`src/rtl/c_like_token_lexer_assert.svh`:
```
// assertion macros for the token lexer
// included by the top level, no other dependencies
`ifndef C_LIKE_TOKEN_LEXER_ASSERT_SVH
`define C_LIKE_TOKEN_LEXER_ASSERT_SVH

// same-cycle implication
`define CTLEX_ASSERT_NOW(label, clk, rst, ante, cons) \
   label: assert property (@(posedge clk) disable iff (rst) (ante) |-> (cons)) \
      else $error("token lexer assertion failed");

// next-cycle implication
`define CTLEX_ASSERT_NEXT(label, clk, rst, ante, cons) \
   label: assert property (@(posedge clk) disable iff (rst) (ante) |=> (cons)) \
      else $error("token lexer assertion failed");

`endif

```
`src/rtl/ctlex_pkg.sv`:
```
// token kinds, scan modes, keyword table and byte classes for the token lexer
// no dependencies
package ctlex_pkg;

   localparam int LINE_BITS_DEF   = 16;
   localparam int COLUMN_BITS_DEF = 12;
   localparam int LENGTH_BITS_DEF = 12;
   localparam int KEYWORD_MAX_DEF = 6;

   localparam int KIND_BITS  = 6;
   localparam int KW_COUNT   = 11;
   localparam int KW_CHARS   = 6;
   localparam int KW_BITS    = 8 * KW_CHARS;
   localparam logic [7:0] CH_NEWLINE = 8'h0A;
   localparam logic [7:0] CH_TAB     = 8'h09;
   localparam logic [7:0] CH_CR      = 8'h0D;

   typedef enum logic [KIND_BITS-1:0] {
      K_PLUS, K_MINUS, K_MULTIPLY, K_DIVIDE, K_MODULO, K_ASSIGN, K_EQUAL,
      K_NOT_EQUAL, K_LESS_THAN, K_GREATER_THAN, K_LESS_EQUAL, K_GREATER_EQUAL,
      K_IF, K_ELSE, K_WHILE, K_FOR, K_RETURN, K_INT, K_FLOAT, K_DOUBLE,
      K_CHAR, K_STRING, K_VOID, K_IDENTIFIER, K_INTEGER_LITERAL,
      K_FLOAT_LITERAL, K_STRING_LITERAL, K_SEMICOLON, K_COMMA, K_LEFT_PAREN,
      K_RIGHT_PAREN, K_LEFT_BRACE, K_RIGHT_BRACE, K_LOGICAL_AND, K_LOGICAL_OR,
      K_LOGICAL_NOT, K_END_OF_FILE, K_UNKNOWN
   } kind_type;

   typedef enum logic [2:0] {
      MODE_IDLE, MODE_OP, MODE_INT, MODE_FRAC, MODE_IDENT, MODE_STR
   } mode_type;

   typedef enum logic [1:0] {
      PEND_ASSIGN, PEND_LESS, PEND_GREATER, PEND_NOT
   } pend_type;

   function automatic logic is_digit(logic [7:0] b);
      return (b >= "0") && (b <= "9");
   endfunction

   function automatic logic is_alpha(logic [7:0] b);
      return ((b >= "a") && (b <= "z")) || ((b >= "A") && (b <= "Z"));
   endfunction

   function automatic logic is_space(logic [7:0] b);
      return (b == " ") || ((b >= CH_TAB) && (b <= CH_CR));
   endfunction

   function automatic logic is_type_kind(kind_type k);
      return k inside {[K_INT:K_VOID]};
   endfunction

   // kind of a byte that is a token on its own
   function automatic kind_type char_kind(logic [7:0] b);
      case (b)
         "+":     return K_PLUS;
         "-":     return K_MINUS;
         "*":     return K_MULTIPLY;
         "/":     return K_DIVIDE;
         "%":     return K_MODULO;
         "(":     return K_LEFT_PAREN;
         ")":     return K_RIGHT_PAREN;
         "{":     return K_LEFT_BRACE;
         "}":     return K_RIGHT_BRACE;
         ";":     return K_SEMICOLON;
         ",":     return K_COMMA;
         default: return K_UNKNOWN;
      endcase
   endfunction

   function automatic kind_type op_single(pend_type p);
      case (p)
         PEND_ASSIGN:  return K_ASSIGN;
         PEND_LESS:    return K_LESS_THAN;
         PEND_GREATER: return K_GREATER_THAN;
         default:      return K_LOGICAL_NOT;
      endcase
   endfunction

   function automatic kind_type op_double(pend_type p);
      case (p)
         PEND_ASSIGN:  return K_EQUAL;
         PEND_LESS:    return K_LESS_EQUAL;
         PEND_GREATER: return K_GREATER_EQUAL;
         default:      return K_NOT_EQUAL;
      endcase
   endfunction

   // keyword text, first letter in the lowest byte
   function automatic logic [KW_BITS-1:0] kw_text(logic [3:0] k);
      case (k)
         4'd0:    return 48'h6669;
         4'd1:    return 48'h65736c65;
         4'd2:    return 48'h656c696877;
         4'd3:    return 48'h726f66;
         4'd4:    return 48'h6e7275746572;
         4'd5:    return 48'h746e69;
         4'd6:    return 48'h74616f6c66;
         4'd7:    return 48'h656c62756f64;
         4'd8:    return 48'h72616863;
         4'd9:    return 48'h676e69727473;
         4'd10:   return 48'h64696f76;
         default: return '0;
      endcase
   endfunction

   function automatic logic [3:0] kw_len(logic [3:0] k);
      case (k)
         4'd0:    return 4'd2;
         4'd1:    return 4'd4;
         4'd2:    return 4'd5;
         4'd3:    return 4'd3;
         4'd4:    return 4'd6;
         4'd5:    return 4'd3;
         4'd6:    return 4'd5;
         4'd7:    return 4'd6;
         4'd8:    return 4'd4;
         4'd9:    return 4'd6;
         4'd10:   return 4'd4;
         default: return 4'd15;
      endcase
   endfunction

endpackage

```
`src/rtl/c_like_token_lexer.sv`:
```
// c_like_token_lexer: scans source bytes and queues up to two tokens per transfer
// a token enters the registered token queue on the byte transfer that closes it
// throughput: one byte per cycle while the token queue holds at most one token; a byte
//   that yields two tokens can stall req_tready until the three-entry token queue drains
// reset: synchronous, active high; counters go to line 1 column 1, queue empties
// depends on ctlex_pkg and c_like_token_lexer_assert.svh
module c_like_token_lexer #(
   parameter int LINE_BITS   = ctlex_pkg::LINE_BITS_DEF,
   parameter int COLUMN_BITS = ctlex_pkg::COLUMN_BITS_DEF,
   parameter int LENGTH_BITS = ctlex_pkg::LENGTH_BITS_DEF,
   parameter int KEYWORD_MAX = ctlex_pkg::KEYWORD_MAX_DEF,
   localparam int DATA_BITS  = ((LINE_BITS + COLUMN_BITS + LENGTH_BITS + 7) / 8) * 8
) (
   input  logic                 clock,
   input  logic                 reset,
   input  logic                 req_tvalid,
   output logic                 req_tready,
   input  logic [7:0]           req_tdata,   // source_byte
   input  logic                 req_tlast,   // end_of_source
   output logic                 rsp_tvalid,
   input  logic                 rsp_tready,
   output logic [DATA_BITS-1:0] rsp_tdata,   // token_line, token_column, value_length
   output logic [6:0]           rsp_tuser,   // token_kind, declares_symbol
   output logic                 rsp_tlast    // final_token
);
   import ctlex_pkg::*;

   localparam int KB_BITS = 8 * KEYWORD_MAX;
   localparam int QDEPTH  = 3;

   typedef struct packed {
      kind_type               kind;
      logic [LINE_BITS-1:0]   line;
      logic [COLUMN_BITS-1:0] column;
      logic [LENGTH_BITS-1:0] length;
      logic                   decl;
      logic                   last;
   } tok_type;

   mode_type               mode_ff, mode_in;
   pend_type               pend_ff, pend_in;
   logic [LINE_BITS-1:0]   line_ff, line_in;
   logic [COLUMN_BITS-1:0] col_ff, col_in;
   logic [LENGTH_BITS-1:0] len_ff, len_in;
   logic [KB_BITS-1:0]     kbuf_ff, kbuf_in;
   logic                   prev_ff, prev_in;
   logic [1:0]             cnt_ff, cnt_in;
   tok_type                q_ff [QDEPTH];
   tok_type                q_in [QDEPTH];

   logic [7:0]             b;
   logic                   take, eos, pop;
   logic                   op_pair, num_more, ident_more, in_str, scanning;
   logic                   do_flush, scan_hit, ident_char;
   logic [LINE_BITS-1:0]   line_inc;
   logic [COLUMN_BITS-1:0] col_inc;
   logic [LENGTH_BITS-1:0] len_inc, fl_len;
   kind_type               fl_kind, id_kind;
   tok_type                tok0, tok1;
   logic [1:0]             n_tok, base;

   function automatic tok_type make_tok(kind_type k, logic [LINE_BITS-1:0] ln,
                                        logic [COLUMN_BITS-1:0] c,
                                        logic [LENGTH_BITS-1:0] l, logic fin);
      tok_type t;
      t.kind   = k;
      t.line   = ln;
      t.column = c;
      t.length = l;
      t.decl   = 1'b0;
      t.last   = fin;
      return t;
   endfunction

   assign b          = req_tdata;
   assign eos        = req_tlast;
   assign req_tready = (cnt_ff <= 2'd1);
   assign take       = req_tvalid && req_tready;
   assign pop        = rsp_tvalid && rsp_tready;

   assign line_inc = (&line_ff) ? line_ff : line_ff + LINE_BITS'(1);
   assign col_inc  = (&col_ff) ? col_ff : col_ff + COLUMN_BITS'(1);
   assign len_inc  = (&len_ff) ? len_ff : len_ff + LENGTH_BITS'(1);

   assign ident_char = is_alpha(b) || is_digit(b) || (b == "_");
   assign op_pair    = (mode_ff == MODE_OP) && (b == "=");
   assign num_more   = ((mode_ff == MODE_INT) || (mode_ff == MODE_FRAC)) &&
                       (is_digit(b) || ((b == ".") && (mode_ff == MODE_INT)));
   assign ident_more = (mode_ff == MODE_IDENT) && ident_char;
   assign in_str     = (mode_ff == MODE_STR);
   assign scanning   = !(op_pair || num_more || ident_more || in_str);
   assign do_flush   = (mode_ff != MODE_IDLE) && (eos || scanning);
   assign scan_hit   = !is_space(b) && !is_digit(b) && !is_alpha(b) &&
                       !(b inside {"=", "<", ">", "!", "\"", "_"});

   // keyword match of the pending identifier
   always_comb begin
      id_kind = K_IDENTIFIER;
      if (len_ff <= LENGTH_BITS'(KEYWORD_MAX)) begin
         for (int k = 0; k < KW_COUNT; k++) begin
            if ((len_ff == LENGTH_BITS'(kw_len(4'(k)))) &&
                (kbuf_ff == KB_BITS'(kw_text(4'(k))))) begin
               id_kind = kind_type'(KIND_BITS'(K_IF) + KIND_BITS'(k));
            end
         end
      end
   end

   always_comb begin
      fl_len = len_ff;
      case (mode_ff)
         MODE_OP: begin
            fl_kind = op_single(pend_ff);
            fl_len  = LENGTH_BITS'(1);
         end
         MODE_INT:   fl_kind = K_INTEGER_LITERAL;
         MODE_FRAC:  fl_kind = K_FLOAT_LITERAL;
         MODE_IDENT: fl_kind = id_kind;
         MODE_STR:   fl_kind = K_STRING_LITERAL;
         default:    fl_kind = K_UNKNOWN;
      endcase
   end

   // next scanner state
   always_comb begin
      mode_in = mode_ff;
      pend_in = pend_ff;
      line_in = line_ff;
      col_in  = col_ff;
      len_in  = len_ff;
      kbuf_in = kbuf_ff;
      if (take) begin
         if (eos) begin
            mode_in = MODE_IDLE;
            pend_in = PEND_ASSIGN;
            line_in = LINE_BITS'(1);
            col_in  = COLUMN_BITS'(1);
            len_in  = '0;
            kbuf_in = '0;
         end else if (op_pair) begin
            col_in  = col_inc;
            mode_in = MODE_IDLE;
         end else if (num_more) begin
            col_in = col_inc;
            len_in = len_inc;
            if (b == ".") begin
               mode_in = MODE_FRAC;
            end
         end else if (ident_more) begin
            for (int i = 0; i < KEYWORD_MAX; i++) begin
               if (len_ff == LENGTH_BITS'(i)) begin
                  kbuf_in[8*i +: 8] = b;
               end
            end
            col_in = col_inc;
            len_in = len_inc;
         end else if (in_str) begin
            col_in = col_inc;
            if (b == "\"") begin
               mode_in = MODE_IDLE;
            end else begin
               len_in = len_inc;
            end
         end else begin
            mode_in = MODE_IDLE;
            col_in  = col_inc;
            if (is_space(b)) begin
               if (b == CH_NEWLINE) begin
                  line_in = line_inc;
                  col_in  = COLUMN_BITS'(1);
               end
            end else begin
               case (b)
                  "=": begin
                     mode_in = MODE_OP;
                     pend_in = PEND_ASSIGN;
                  end
                  "<": begin
                     mode_in = MODE_OP;
                     pend_in = PEND_LESS;
                  end
                  ">": begin
                     mode_in = MODE_OP;
                     pend_in = PEND_GREATER;
                  end
                  "!": begin
                     mode_in = MODE_OP;
                     pend_in = PEND_NOT;
                  end
                  "\"": begin
                     mode_in = MODE_STR;
                     len_in  = '0;
                  end
                  default: begin
                     if (is_digit(b)) begin
                        mode_in = MODE_INT;
                        len_in  = LENGTH_BITS'(1);
                     end else if (is_alpha(b) || (b == "_")) begin
                        mode_in = MODE_IDENT;
                        len_in  = LENGTH_BITS'(1);
                        kbuf_in = KB_BITS'(b);
                     end
                  end
               endcase
            end
         end
      end
   end

   // tokens produced by this transfer
   always_comb begin
      tok_type fl;
      tok_type sc;
      fl      = make_tok(fl_kind, line_ff, col_ff, fl_len, 1'b0);
      fl.decl = (fl_kind == K_IDENTIFIER) && prev_ff;
      sc      = make_tok(char_kind(b), line_ff, col_inc, LENGTH_BITS'(1), 1'b0);
      n_tok   = 2'd0;
      tok0    = fl;
      tok1    = sc;
      prev_in = prev_ff;
      if (take) begin
         if (eos) begin
            if (do_flush) begin
               tok1  = make_tok(K_END_OF_FILE, line_ff, col_ff, '0, 1'b1);
               n_tok = 2'd2;
            end else begin
               tok0  = make_tok(K_END_OF_FILE, line_ff, col_ff, '0, 1'b1);
               n_tok = 2'd1;
            end
         end else if (op_pair) begin
            tok0  = make_tok(op_double(pend_ff), line_ff, col_inc, LENGTH_BITS'(2), 1'b0);
            n_tok = 2'd1;
         end else if (in_str && (b == "\"")) begin
            tok0  = make_tok(K_STRING_LITERAL, line_ff, col_inc, len_ff, 1'b0);
            n_tok = 2'd1;
         end else if (scanning) begin
            if (do_flush) begin
               n_tok = scan_hit ? 2'd2 : 2'd1;
            end else if (scan_hit) begin
               tok0  = sc;
               n_tok = 2'd1;
            end
         end
         if (eos) begin
            prev_in = 1'b0;
         end else if (n_tok == 2'd2) begin
            prev_in = is_type_kind(tok1.kind);
         end else if (n_tok == 2'd1) begin
            prev_in = is_type_kind(tok0.kind);
         end
      end
   end

   // token queue, head in slot 0
   always_comb begin
      base = cnt_ff - {1'b0, pop};
      for (int i = 0; i < QDEPTH; i++) begin
         q_in[i] = q_ff[i];
      end
      if (pop) begin
         for (int i = 0; i < QDEPTH - 1; i++) begin
            q_in[i] = q_ff[i+1];
         end
      end
      for (int i = 0; i < QDEPTH; i++) begin
         if ((n_tok != 2'd0) && ({1'b0, base} == 3'(i))) begin
            q_in[i] = tok0;
         end
         if ((n_tok == 2'd2) && ({1'b0, base} + 3'd1 == 3'(i))) begin
            q_in[i] = tok1;
         end
      end
      cnt_in = base + n_tok;
   end

   always_ff @(posedge clock) begin
      if (reset) begin
         mode_ff <= MODE_IDLE;
         pend_ff <= PEND_ASSIGN;
         line_ff <= LINE_BITS'(1);
         col_ff  <= COLUMN_BITS'(1);
         len_ff  <= '0;
         kbuf_ff <= '0;
         prev_ff <= 1'b0;
         cnt_ff  <= 2'd0;
      end else begin
         mode_ff <= mode_in;
         pend_ff <= pend_in;
         line_ff <= line_in;
         col_ff  <= col_in;
         len_ff  <= len_in;
         kbuf_ff <= kbuf_in;
         prev_ff <= prev_in;
         cnt_ff  <= cnt_in;
      end
   end

   always_ff @(posedge clock) begin
      for (int i = 0; i < QDEPTH; i++) begin
         q_ff[i] <= q_in[i];
      end
   end

   assign rsp_tvalid = (cnt_ff != 2'd0);
   assign rsp_tdata  = DATA_BITS'({q_ff[0].length, q_ff[0].column, q_ff[0].line});
   assign rsp_tuser  = {q_ff[0].decl, q_ff[0].kind};
   assign rsp_tlast  = q_ff[0].last;

`include "c_like_token_lexer_assert.svh"

   `CTLEX_ASSERT_NEXT(a_eos_resets, clock, reset, take && eos, (mode_ff == MODE_IDLE) && (line_ff == LINE_BITS'(1)) && !prev_ff)
   `CTLEX_ASSERT_NOW(a_last_is_eof, clock, reset, rsp_tvalid && rsp_tlast, rsp_tuser[5:0] == K_END_OF_FILE)
   `CTLEX_ASSERT_NOW(a_decl_on_ident, clock, reset, rsp_tvalid && rsp_tuser[6], rsp_tuser[5:0] == K_IDENTIFIER)

endmodule

```
`config.mk`:
```
export PLATFORM = sky130hd
export DESIGN_NAME = c_like_token_lexer
export DESIGN_NICKNAME = d
export VERILOG_FILES = /design/src/rtl/ctlex_pkg.sv /design/src/rtl/c_like_token_lexer.sv
export VERILOG_INCLUDE_DIRS = /design/src /design/src/rtl
export SDC_FILE = /design/constraint.sdc
export NUM_CORES = 1
export LEC_CHECK = 0
export BUFFER_PORTS_ARGS = -buffer_cell sky130_fd_sc_hd__buf_2
export CORE_MARGIN = 2
export CORE_UTILIZATION = 56
export DETAILED_ROUTE_END_ITERATION = 10
export GPL_TIMING_DRIVEN = 0
export PLACE_DENSITY_LB_ADDON = 0.25
export SETUP_SLACK_MARGIN = 0.02
export SLEW_MARGIN = 40
export SYNTH_ARGS = -nofsm -noshare
export SYNTH_HDL_FRONTEND = slang
export SYNTH_SLANG_ARGS = --single-unit
```
`constraint.sdc`:
```
create_clock -name clock -period 4.2 [get_ports clock]
set_input_delay 0.21 -clock clock [delete_from_list [all_inputs] [get_ports clock]]
set_output_delay 0.21 -clock clock [all_outputs]
set_load 0.005 [all_outputs]
```
==> flow_metrics.env <==
export IMPL_grt_usage_pct=29.2
export IMPL_drc_errors=0
export IMPL_clock_fmax_mhz=252
export IMPL_start_kind="flop"
export IMPL_setup_tns_ps=0
export IMPL_cp_top_family="compound AO/OA/AOI/OAI gates"
export IMPL_dp_hpwl_mm=26.3
export IMPL_die_h_um=158
export IMPL_cts_sinks=240
export IMPL_synth_common_cells="nand2_1, nor2_1, dfxtp_1, edfxtp_1, o21ai_0"
export IMPL_clk_pin_slew_ps=60
export IMPL_crit_path_max_incr_delay_ps=600
export IMPL_synth_compound_area_share_pct=14.5
export IMPL_cp_end_kind="flop"
export IMPL_dpl_cell_area_um2=14000
export IMPL_ant_nets=0
export IMPL_rsz0062_at_grt="no"
export IMPL_setup_viol=0
export IMPL_clockBufferDepth=3
export IMPL_drive_above_1_share_pct=14.9
export IMPL_synthAdderAreaFrac_pct=1.23
export IMPL_nets=1596
export IMPL_syn_cell_area_um2=13200
export IMPL_yosys_warnings=0
export IMPL_drv_slew=0
export IMPL_synth_cell_types=82
export IMPL_met1_usage_pct=40.5
export IMPL_finClkSkew_ps=12.7
export IMPL_worst_slack_ps=224
export IMPL_gr_usage_met2_pct=45.8
export IMPL_synth_area_per_cell_um2=8.94
export IMPL_maxCapViolCount=0
export IMPL_grt_busiest_layer="met2"
export IMPL_grt_pass1_vias=10800
export IMPL_drtIter0Drc=1070
export IMPL_fin_crit_sh_pct=94.7
export IMPL_multi_input_area_um2=6650
export IMPL_regArea_um2=5890
export IMPL_syn_num_nets=1508
export IMPL_yosysSeqAreaShare_pct=44.4
export IMPL_start_util_pct=56.8
export IMPL_design_area_um2=15000
export IMPL_criticalPathCategory="flop to flop"
export IMPL_synthXorXnorAreaFrac_pct=1.85
export IMPL_die_w_um=158
export IMPL_crit_arrival_ps=4330
export IMPL_synthFlopType="dfxtp_1"
export IMPL_htree_levels=1
export IMPL_synth_area_leaders="edfxtp_1, dfxtp_1, nand2_1"
export IMPL_final_hold_violation_count=0
export IMPL_fillerInstances=1947
export IMPL_synth_edff_count=108
export IMPL_cts_inserted_buffers=25
export IMPL_peakVddDrop_uv=336
export IMPL_critPathMaxFanout=10
export IMPL_grt_pass1_wl_mm=57.5
export IMPL_leakagePower_nw=5.62
export IMPL_synth_top_area_cell="edfxtp_1"
export IMPL_layout_min_cycle_time_ps=3980
export IMPL_grt_max_degree=46
export IMPL_relSlewSlack_pct=47.7
export IMPL_slowest_stage="clkbuf_1"
export IMPL_port_buffer_count=59
export IMPL_drt_pass1_iter_count=5
export IMPL_routedWlPerCell_um=19.1
export IMPL_antenna_cells=0
export IMPL_yosysMostFrequentCell="nand2_1"
export IMPL_cts_tree="built"
export IMPL_worst_path_buf_inv=2
export IMPL_die_area_um2=24900
export IMPL_powerDensity_nw_per_um2=501
export IMPL_ctsHoldBuffers=0
export IMPL_gp_congestion=1.02
export IMPL_synth_seq_cells=240
export IMPL_synth_area_mux_share_pct=6.61
export IMPL_cp_cell_sequence="nand2b_1 > clkbuf_1 > o21ai_1 > a21oi_1 > ha_1 > nand2_1 > a211oi_1 > o211ai_1 > a2111oi_4 > nand2b_1 > clkbuf_1 > nor2_1 > a311oi_2"
export IMPL_dp_cells=1861
export IMPL_synth_top_family_by_area="simple AND/OR/NAND/NOR gates"
export IMPL_gr_total_overflow=0
export IMPL_rows=56
export IMPL_antenna_found_initial=0
export IMPL_finalNonFillerCells=1907
export IMPL_vias=11600
export IMPL_hold_class="input pin to flop"
export IMPL_yosys_area_share_simple_pct=25.0
export IMPL_crit_required_ps=4550
export IMPL_boundaryPins=63
export IMPL_place_ws_ps=-901
export IMPL_hold_slack_ps=27.6
export IMPL_insertion_delay_ps=540
export IMPL_tightestPinTransition_ps=784
export IMPL_post_route_util_pct=64.1
export IMPL_core_area_um2=23300
export IMPL_areaGrowthSynthToFinish_pct=12.9
export IMPL_outcome="finished clean"
export IMPL_cts_root_buf="clkbuf_16"
export IMPL_netlist_instances=1482
export IMPL_met3_usage_pct=4.68
export IMPL_via_per_inst=6.10
export IMPL_total_power_mw=7.49
export IMPL_ys_async_sr_fraction_pct=0
export IMPL_synth_top_cell_area_share_pct=24.5
export IMPL_routed_wirelength_mm=36.5
## worst register-to-register path: stages, from the launching register on
cell	delay (ps)
dfxtp_1	430
nand2b_1	130
clkbuf_1	420
o21ai_1	250
a21oi_1	210
ha_1	160
nand2_1	120
a211oi_1	250
o211ai_1	240
a2111oi_4	410
nand2b_1	210
clkbuf_1	600
nor2_1	130
a311oi_2	240
## final cells by class
type | instances | area share [%]
plain buffers | 135 | 4.94
clock inverters | 7 | 0.460
multi-input cells | 1076 | 44.5
well taps | 319 | 2.67
flip-flops and latches | 240 | 39.4
clock buffers | 38 | 5.11
repair buffers | 62 | 2.26
inverters | 30 | 0.753
## power breakdown
| part | switching (mW) | leakage, nW | total [mW] | internal [mW] |
|---|---|---|---|---|
| clock network | 0.935 | 0.412 | 2.25 | 1.31 |
| registers | 0.144 | 2.10 | 3.22 | 3.07 |
| logic | 1.14 | 3.11 | 2.02 | 0.882 |
| total | 2.22 | 5.62 | 7.49 | 5.27 |
## worst paths after layout
path	startpoint	endpoint	slack [ps]	cells after the start
setup reg to reg	mode_ff[1]	q_ff[0][66]	220	13
hold / removal	req_tdata[5]	kbuf_ff[5]	30	3
hold reg to reg	q_ff[0][100]	q_ff[0][100]	470	2
setup / recovery	mode_ff[1]	q_ff[0][66]	220	13
## registers in the layout, summed over array words and instances (netlist names)
| name | count |
|---|---|
| prev_ff | 1 |
| col_ff | 12 |
| pend_ff | 2 |
| len_ff | 12 |
| mode_ff | 3 |
| kbuf_ff | 48 |
| q_ff | 144 |
| cnt_ff | 2 |
| line_ff | 16 |
## metal layers
metal / vias to the layer above / share of wire (%)
met5: - / 0
met2: 508 / 45
met4: 0 / 3.2
met1: 5514 / 44
met3: 96 / 7.6
li1: 5519 / -
## cell usage in the layout (no fill, tap or decap), types with 11 or more instances in the layout
master       n
nand2_1    190
nor2_1     149
dfxtp_1    132
edfxtp_1   108
o21ai_0     83
a21oi_1     72
clkbuf_1    70
buf_2       67
nand3_1     57
mux2i_1     56
buf_4       51
and2_1      31
inv_1       29
nand4_1     29
mux2_2      28
nor3_1      27
nand2b_1    25
clkbuf_16   25
a211oi_1    20
nor4_1      20
and3_1      16
xor2_1      16
nor2b_1     15
ha_1        13
nor3b_1     12
xnor2_1     12
or4_1       11
## repair_timing
action,in CTS,in global routing
pin swaps,0,1
endpoints found under the hold margin,0,0
gates cloned,1,0
gates resized for setup,11,11
setup endpoints to repair,248,169
buffers inserted,0,2
## cells by family (layout without fill, tap and decap cells)
family                     count (synthesis)  count (layout)
adders and majority gates                 13              13
xor gates and xnor gates                  28              28
DFF                                      240             240
buffers and inverters                    167             272
muxes                                     84              84
AOI/OAI and AO/OA                        295             295
and+or+nand+nor                          655             656
Note: power is estimated with default switching activity, not from simulation.
